$ cat src/rtl/piecewise_linear_loglik_defines.svh
// assertion helpers shared by the block
`ifndef PIECEWISE_LINEAR_LOGLIK_DEFINES_SVH
`define PIECEWISE_LINEAR_LOGLIK_DEFINES_SVH

// same-cycle implication
`define PLL_ASSERT_IMPL(lbl, ante, cons) \
   lbl: assert property (@(posedge clock) disable iff (reset) (ante) |-> (cons)) \
      else $error("piecewise_linear_loglik: check failed");

// next-cycle implication
`define PLL_ASSERT_NEXT(lbl, ante, cons) \
   lbl: assert property (@(posedge clock) disable iff (reset) (ante) |=> (cons)) \
      else $error("piecewise_linear_loglik: check failed");

`endif

$ cat src/rtl/pll_pkg.sv
package pll_pkg;

   localparam int MAX_SEGMENTS = 8;
   localparam int SEG_IDX_W    = $clog2(MAX_SEGMENTS);
   localparam int CNT_W        = $clog2(MAX_SEGMENTS + 1);
   localparam int QUEUE_DEPTH  = 2;
   localparam int Q_PTR_W      = $clog2(QUEUE_DEPTH);
   localparam int Q_CNT_W      = $clog2(QUEUE_DEPTH + 1);

   localparam int DATA_W = 32;
   localparam int TERM_W = 49;
   localparam int SUM_W  = TERM_W + CNT_W + 1;
   localparam int ACC_W  = 48;
   localparam int PEN_W  = 49;

   localparam logic [DATA_W-1:0] ITV_RESET = 32'd32768;

   typedef enum logic [1:0] {
      CSR_SEGMENT_COUNT    = 2'd0,
      CSR_INTERCEPT        = 2'd1,
      CSR_INV_TWO_VARIANCE = 2'd2,
      CSR_LOG_NORM         = 2'd3
   } csr_index_type;

   typedef enum logic {
      OP_SAMPLE = 1'b0,
      OP_WRITE  = 1'b1
   } op_type;

   typedef struct packed {
      logic                   is_write;
      logic [SEG_IDX_W-1:0]   seg;
      logic [DATA_W-1:0]      slope;
      logic [DATA_W-1:0]      bp;
      logic [DATA_W-1:0]      x;
      logic [DATA_W-1:0]      y;
      logic                   last;
   } item_type;

   typedef struct packed {
      logic [CNT_W-1:0]  count;
      logic [DATA_W-1:0] intercept;
      logic [DATA_W-1:0] inv_two_variance;
      logic [DATA_W-1:0] log_norm;
   } cfg_type;

   typedef struct packed {
      logic busy;
      logic loading;
   } back_status_type;

endpackage

$ cat src/rtl/pll_front.sv
module pll_front (
   input  logic                   clock,
   input  logic                   reset,
   input  logic                   req_valid,
   output logic                   req_ready,
   input  logic                   req_operation,
   input  logic [3:0]             req_segment_index,
   input  logic [31:0]            req_segment_slope,
   input  logic [31:0]            req_segment_breakpoint,
   input  logic [31:0]            req_sample_x,
   input  logic [31:0]            req_sample_y,
   input  logic                   req_last_sample,
   input  logic                   pop,
   output logic                   head_valid,
   output pll_pkg::item_type      head,
   output logic [pll_pkg::Q_CNT_W-1:0] q_count
);
   import pll_pkg::*;

   item_type             mem [QUEUE_DEPTH];
   logic [Q_PTR_W-1:0]   wr_ptr_ff, wr_ptr_in, rd_ptr_ff, rd_ptr_in;
   logic [Q_CNT_W-1:0]   count_ff, count_in;
   logic                 keep, push, do_pop;
   item_type             entry;

   // writes to a segment outside the table are dropped here
   always_comb begin
      keep = (op_type'(req_operation) == OP_SAMPLE) ||
             ((req_segment_index != 4'd0) && (32'(req_segment_index) <= MAX_SEGMENTS));
      entry.is_write = (op_type'(req_operation) == OP_WRITE);
      entry.seg      = SEG_IDX_W'(req_segment_index - 4'd1);
      entry.slope    = req_segment_slope;
      entry.bp       = req_segment_breakpoint;
      entry.x        = req_sample_x;
      entry.y        = req_sample_y;
      entry.last     = req_last_sample;
   end

   assign req_ready  = (count_ff != Q_CNT_W'(QUEUE_DEPTH));
   assign push       = req_valid && req_ready && keep;
   assign head_valid = (count_ff != '0);
   assign do_pop     = pop && head_valid;
   assign head       = mem[rd_ptr_ff];
   assign q_count    = count_ff;

   always_comb begin
      wr_ptr_in = wr_ptr_ff;
      rd_ptr_in = rd_ptr_ff;
      count_in  = count_ff;
      if (push) begin
         wr_ptr_in = (wr_ptr_ff == Q_PTR_W'(QUEUE_DEPTH - 1)) ? '0 : wr_ptr_ff + 1'b1;
      end
      if (do_pop) begin
         rd_ptr_in = (rd_ptr_ff == Q_PTR_W'(QUEUE_DEPTH - 1)) ? '0 : rd_ptr_ff + 1'b1;
      end
      if (push && !do_pop) begin
         count_in = count_ff + 1'b1;
      end else if (!push && do_pop) begin
         count_in = count_ff - 1'b1;
      end
   end

   always_ff @(posedge clock) begin
      if (push) begin
         mem[wr_ptr_ff] <= entry;
      end
   end

   always_ff @(posedge clock) begin
      if (reset) begin
         wr_ptr_ff <= '0;
         rd_ptr_ff <= '0;
         count_ff  <= '0;
      end else begin
         wr_ptr_ff <= wr_ptr_in;
         rd_ptr_ff <= rd_ptr_in;
         count_ff  <= count_in;
      end
   end

endmodule

$ cat config.mk
export PLATFORM = sky130hd
export DESIGN_NAME = pll_front
export DESIGN_NICKNAME = d
export VERILOG_FILES = /design/src/rtl/piecewise_linear_loglik_defines.svh /design/src/rtl/pll_pkg.sv /design/src/rtl/pll_front.sv
export SDC_FILE = /design/constraint.sdc
export NUM_CORES = 1
export LEC_CHECK = 0
export ABC_AREA = 0
export ABC_CLOCK_PERIOD_IN_PS = 15050
export BUFFER_PORTS_ARGS = -buffer_cell sky130_fd_sc_hd__buf_2
export CAP_MARGIN = 40
export CORE_ASPECT_RATIO = 1.5
export CORE_MARGIN = 2
export CORE_UTILIZATION = 46
export DETAILED_ROUTE_END_ITERATION = 7
export HOLD_SLACK_MARGIN = 0.05
export PLACE_DENSITY = 0.77
export SLEW_MARGIN = 10
export SYNTH_ARGS = -nofsm -noshare
export SYNTH_HDL_FRONTEND = slang
export SYNTH_SLANG_ARGS = --single-unit
export TNS_END_PERCENT = 5
$ cat constraint.sdc
create_clock -name clock -period 15.05 [get_ports clock]
set_clock_uncertainty 0.05 [all_clocks]
set_input_delay 0.7525 -clock clock [delete_from_list [all_inputs] [get_ports clock]]
set_output_delay 0.7525 -clock clock [all_outputs]
set_load 0.01 [all_outputs]
== Yosys cells after proc, flatten, opt, wreduce, memory -nomap -nowiden ==
Memories as Yosys holds them, arrays and structs flattened. A register that Yosys moved wholly into a read port is not among the register bits.
Cells that the tools add are included.
Storage, ports and cells
  memories kept: 1
  RAM bits: 266
  output and inout port bits: 137
  word-level logic and storage cells: 32
  register bits: 4
Cells by class
  order comparisons: 1
  eq/ne operators: 1
  $add $sub $neg: 5
  reductions and logical operators: 12
  bitwise gates (word level): 1
  multiplexer cells: 8
Memories
  mem: depth 2, width 133, read ports 1, clocked after Yosys merged registers in 1, write ports 1, line pll_front.sv:20  | item_type mem [QUEUE_DEPTH];
Operators with widths (count)
  1-bit logical AND: 6
  1-bit 2-to-1 mux: 6
  4-bit <= comparator, second input constant: 1
  2-bit 2-to-1 mux: 2
  2-bit nonzero test: 2
  4-bit nonzero test: 1
  3-bit by 1-bit subtractor with 3-bit output, second input constant: 1
  1-bit adder, second input constant: 2
  2-bit by 1-bit adder with 2-bit output, second input constant: 1
  1-bit logical NOT: 2
  2-bit != test, second input constant: 1
  2-bit by 1-bit subtractor with 2-bit output, second input constant: 1
  1-bit logical OR: 1
  1-bit inverter: 1

== Depth between registers and ports, before layout ==
  word-level depth: 8
  mapped depth: 8
  gate-level depth less buffers: 8

== Least setup slack after synthesis ==
No wires, ideal clock.
  path type: in2reg
  start point: input req_segment_index[0]
  end point: memory mem[0][0] in the netlist's numbering (enable)
  setup slack: 7.099 ns
  data required time: 14.357 ns
  library setup time: 0.643 ns
  arrival time: 7.258 ns
  buffers on the path: 0
  stages on the path: 5
  cells stage by stage: inv_1 > ha_1 > nor2b_1 > o2111a_2 > nor2b_1
Between the ends
  cells in the longest elaborated chain, start to end: 6
  elaborated cells on any way between the ends: 7
RTL lines
  start: declaration: line pll_front.sv:7  | input logic [3:0] req_segment_index,
  4-bit <= comparator or 4-bit nonzero test (tied branches): line pll_front.sv:29  | ((req_segment_index != 4'd0) && (32'(req_segment_index) <= MAX_SEGMENTS));
  1-bit logical AND (*): line pll_front.sv:29
  1-bit logical OR (*): line pll_front.sv:28  | keep = (op_type'(req_operation) == OP_SAMPLE) ||
  1-bit logical AND (*): line pll_front.sv:40  | assign push = req_valid && req_ready && keep;
  named net push: line pll_front.sv:23  | logic keep, push, do_pop;
  1-bit 2-to-1 mux (*): line pll_front.sv:64  | if (push) begin
  1-bit 2-to-1 mux (not written as such) (*): line pll_front.sv:65  | mem[wr_ptr_ff] <= entry;
  end: declaration: line pll_front.sv:20
The timed path passes the listed nets; every way through them passes the cells marked *.

==> impl_metrics.tcl <==
set metrics [dict create \
    startpoint_type "flop" \
    placedInstanceArea_sq_um 11900 \
    routed_wl_mm 18.4 \
    layoutNonFillerInstCount 1032 \
    power_density_nw_per_um2 171 \
    dp_hpwl_mm 12.5 \
    rsz0062_at_grt "no" \
    crit_path_end_kind "output pin" \
    crit_chain "buf_4, mux2_1, buf_2" \
    status "completed" \
    cts_resized 0 \
    synth.area.top_cells "edfxtp_1 79%, mux2_4 10%, mux2_1 5.7%" \
    required_ps 14250 \
    async_flop_share 0 \
    clock_sink_count 271 \
    avgSynthCellArea_sq_um 22.8 \
    finalSetupViolations 0 \
    max_freq_mhz 290 \
    syn_nets 586 \
    start_util 0.468 \
    layout.nets 879 \
    worst-setup-path-type "flop to output pin" \
    cts.hold.buffers_added 0 \
    synthMostInstantiatedCell "edfxtp_1" \
    syn_area_sq_um 10200 \
    dieHeight_um 186 \
    critPathMaxFanout 53 \
    crit_path_max_incr_delay_ps 790 \
    ir_drop_uv 140 \
    area_delta_synth_final_pct 25.9 \
    dpl.cell_count 985 \
    maxCapViolations 0 \
    synth_cells 446 \
    fp-row-count 66 \
    synth-seq-cells 271 \
    viasPerCell 4.90 \
    grt_pass1_vias 5181 \
    dieArea_sq_um 23300 \
    ys_warn_count 0 \
    p_leak_nw 4.91 \
    arrival_ps 2640 \
    pre_cts_ws_ps 11400 \
    portBuffers 274 \
    track_usage 0.148 \
    drcViolationCount 0 \
    seq_area_frac_synth 0.796 \
    tns_ps 0 \
    gp_congestion 0.698 \
    fin_crit_sh 0.229 \
    path_clk_slew_ps 70 \
    netlist_top_cells_count "266 x edfxtp_1, 71 x mux2_4, 51 x mux2_1, 12 x mux2_2, 8 x buf_6" \
    grt_pass1_wl_mm 26.9 \
    die_x_um 125 \
    fin_area_sq_um 12800 \
    cts_tree "yes" \
    cts_setup_buffers 0 \
    grt_max_degree 59 \
    io_pins 275 \
    synth_cell_type_count 22 \
    cts_buffer_depth 3 \
    cts_root_buf "clkbuf_16" \
    drt_first_pass_iters 4 \
    drtIter0Drc 280 \
    drive_above_1_share 0.539 \
    core_sq_um 21700 \
    ant_nets 0 \
    synth_flop_cell "edfxtp_1" \
    overflow 0 \
    wire_per_inst_um 17.8 \
    crit_slowest_cell "dfxtp_4" \
    synth.largest_area_cell "edfxtp_1" \
    worstSkewPairLatency_ps 500 \
    drv_slew 0 \
    synth_edf_count 266 \
    worst_slack_ps 11610 \
    num_vias 5058 \
    antenna_found_initial 5 \
    max-slew-margin-rel 0.470 \
    final-hold-violation-count 0 \
    worst_pin_slew_ps 794 \
    final.min_clock_period_ps 3440 \
    synth_top_area_share 0.786 \
    fillers 1626 \
    cts_buffers 24 \
    h-tree-depth 1 \
    holdCritPathClass "input pin to flop" \
]
## cell families after synthesis
kind of cell	share of synthesized area
DFF	0.796
muxes	0.175
buffers and inverters	0.0134
and+or+nand+nor	0.00727
AOI/OAI and AO/OA	0.00271
xor gates and xnor gates	0.00345
adders and majority gates	0.00246
## flip-flops by register name, indices dropped and copies added (netlist names), named ones only
register,cells
rd_ptr_ff,1
wr_ptr_ff,1
mem,266
q_count,2
## layer usage
metal  routed length [um]  vias up  global-route usage
met2                10000      210               0.277
li1                     -     2357                   -
met4                  477        4              0.0556
met5                   26        -                   0
met1                 6560     2452               0.161
met3                 1320       35              0.0379
## cells in the final DEF, fill, tap and decap left out, drive strengths merged, types with 2 or more instances in the layout
cell      netlist  final
mux2          134    134
o21ai           2      2
nor2b           3      3
xor2            4      4
clkbuf          0     28
clkinvlp        0      5
ha              2      2
dfxtp           5      5
nor2            4      4
diode           0      3
edfxtp        266    266
bufinv          0      7
inv             3      3
clkinv          0      4
buf            15    282
## critical path: cells and delay by family (launching register included)
kind,cells,cell delay [ps]
buffers and inverters,2,870
flip-flops,1,790
multiplexers,1,410
## final cells by class
cell class	count	area (sq um)	area share
timing repair buffer	282	1490	0.117
inverter	3	11.3	0.000880
clock inverter	16	264	0.0206
clock buffer	28	637	0.0498
multi-input combinational	157	1950	0.152
sequential	271	8090	0.633
tap	272	340	0.0266
antenna	3	7.51	0.000587
## power breakdown
part / leakage, nW / total, W / internal [W] / switching, W
registers: 2.50 / 0.000985 / 0.000942 / 0.0000425
logic: 1.98 / 0.000529 / 0.000263 / 0.000266
clock network: 0.420 / 0.000678 / 0.000424 / 0.000254
## path summary, 6_finish.rpt
| path | start | to | slack (ps) | cells past startpoint |
|---|---|---|---|---|
| worst min register to register | rd_ptr_ff$_SDFFE_PP0P_ | rd_ptr_ff$_SDFFE_PP0P_ | 470 | 2 |
| worst max-delay path | flop | head[27] | 11610 | 3 |
| worst max register to register | q_count[0]$_SDFFE_PP0P_ | mem[0][131]$_DFFE_PP_ | 12160 | 6 |
| worst min-delay path | req_sample_y[7] | mem[0][8]$_DFFE_PP_ | 380 | 1 |
## through the flow
step           total power, W   util  hold WS (ps)
2_1_floorplan         0.00136      -           422
3_3_place_gp          0.00152  0.543           435
3_5_place_dp          0.00154  0.547           454
4_1_cts               0.00223  0.589           349
5_1_grt               0.00229  0.589           353
6_report              0.00219  0.589           381
No activity file was read; power rests on OpenSTA's default activity.
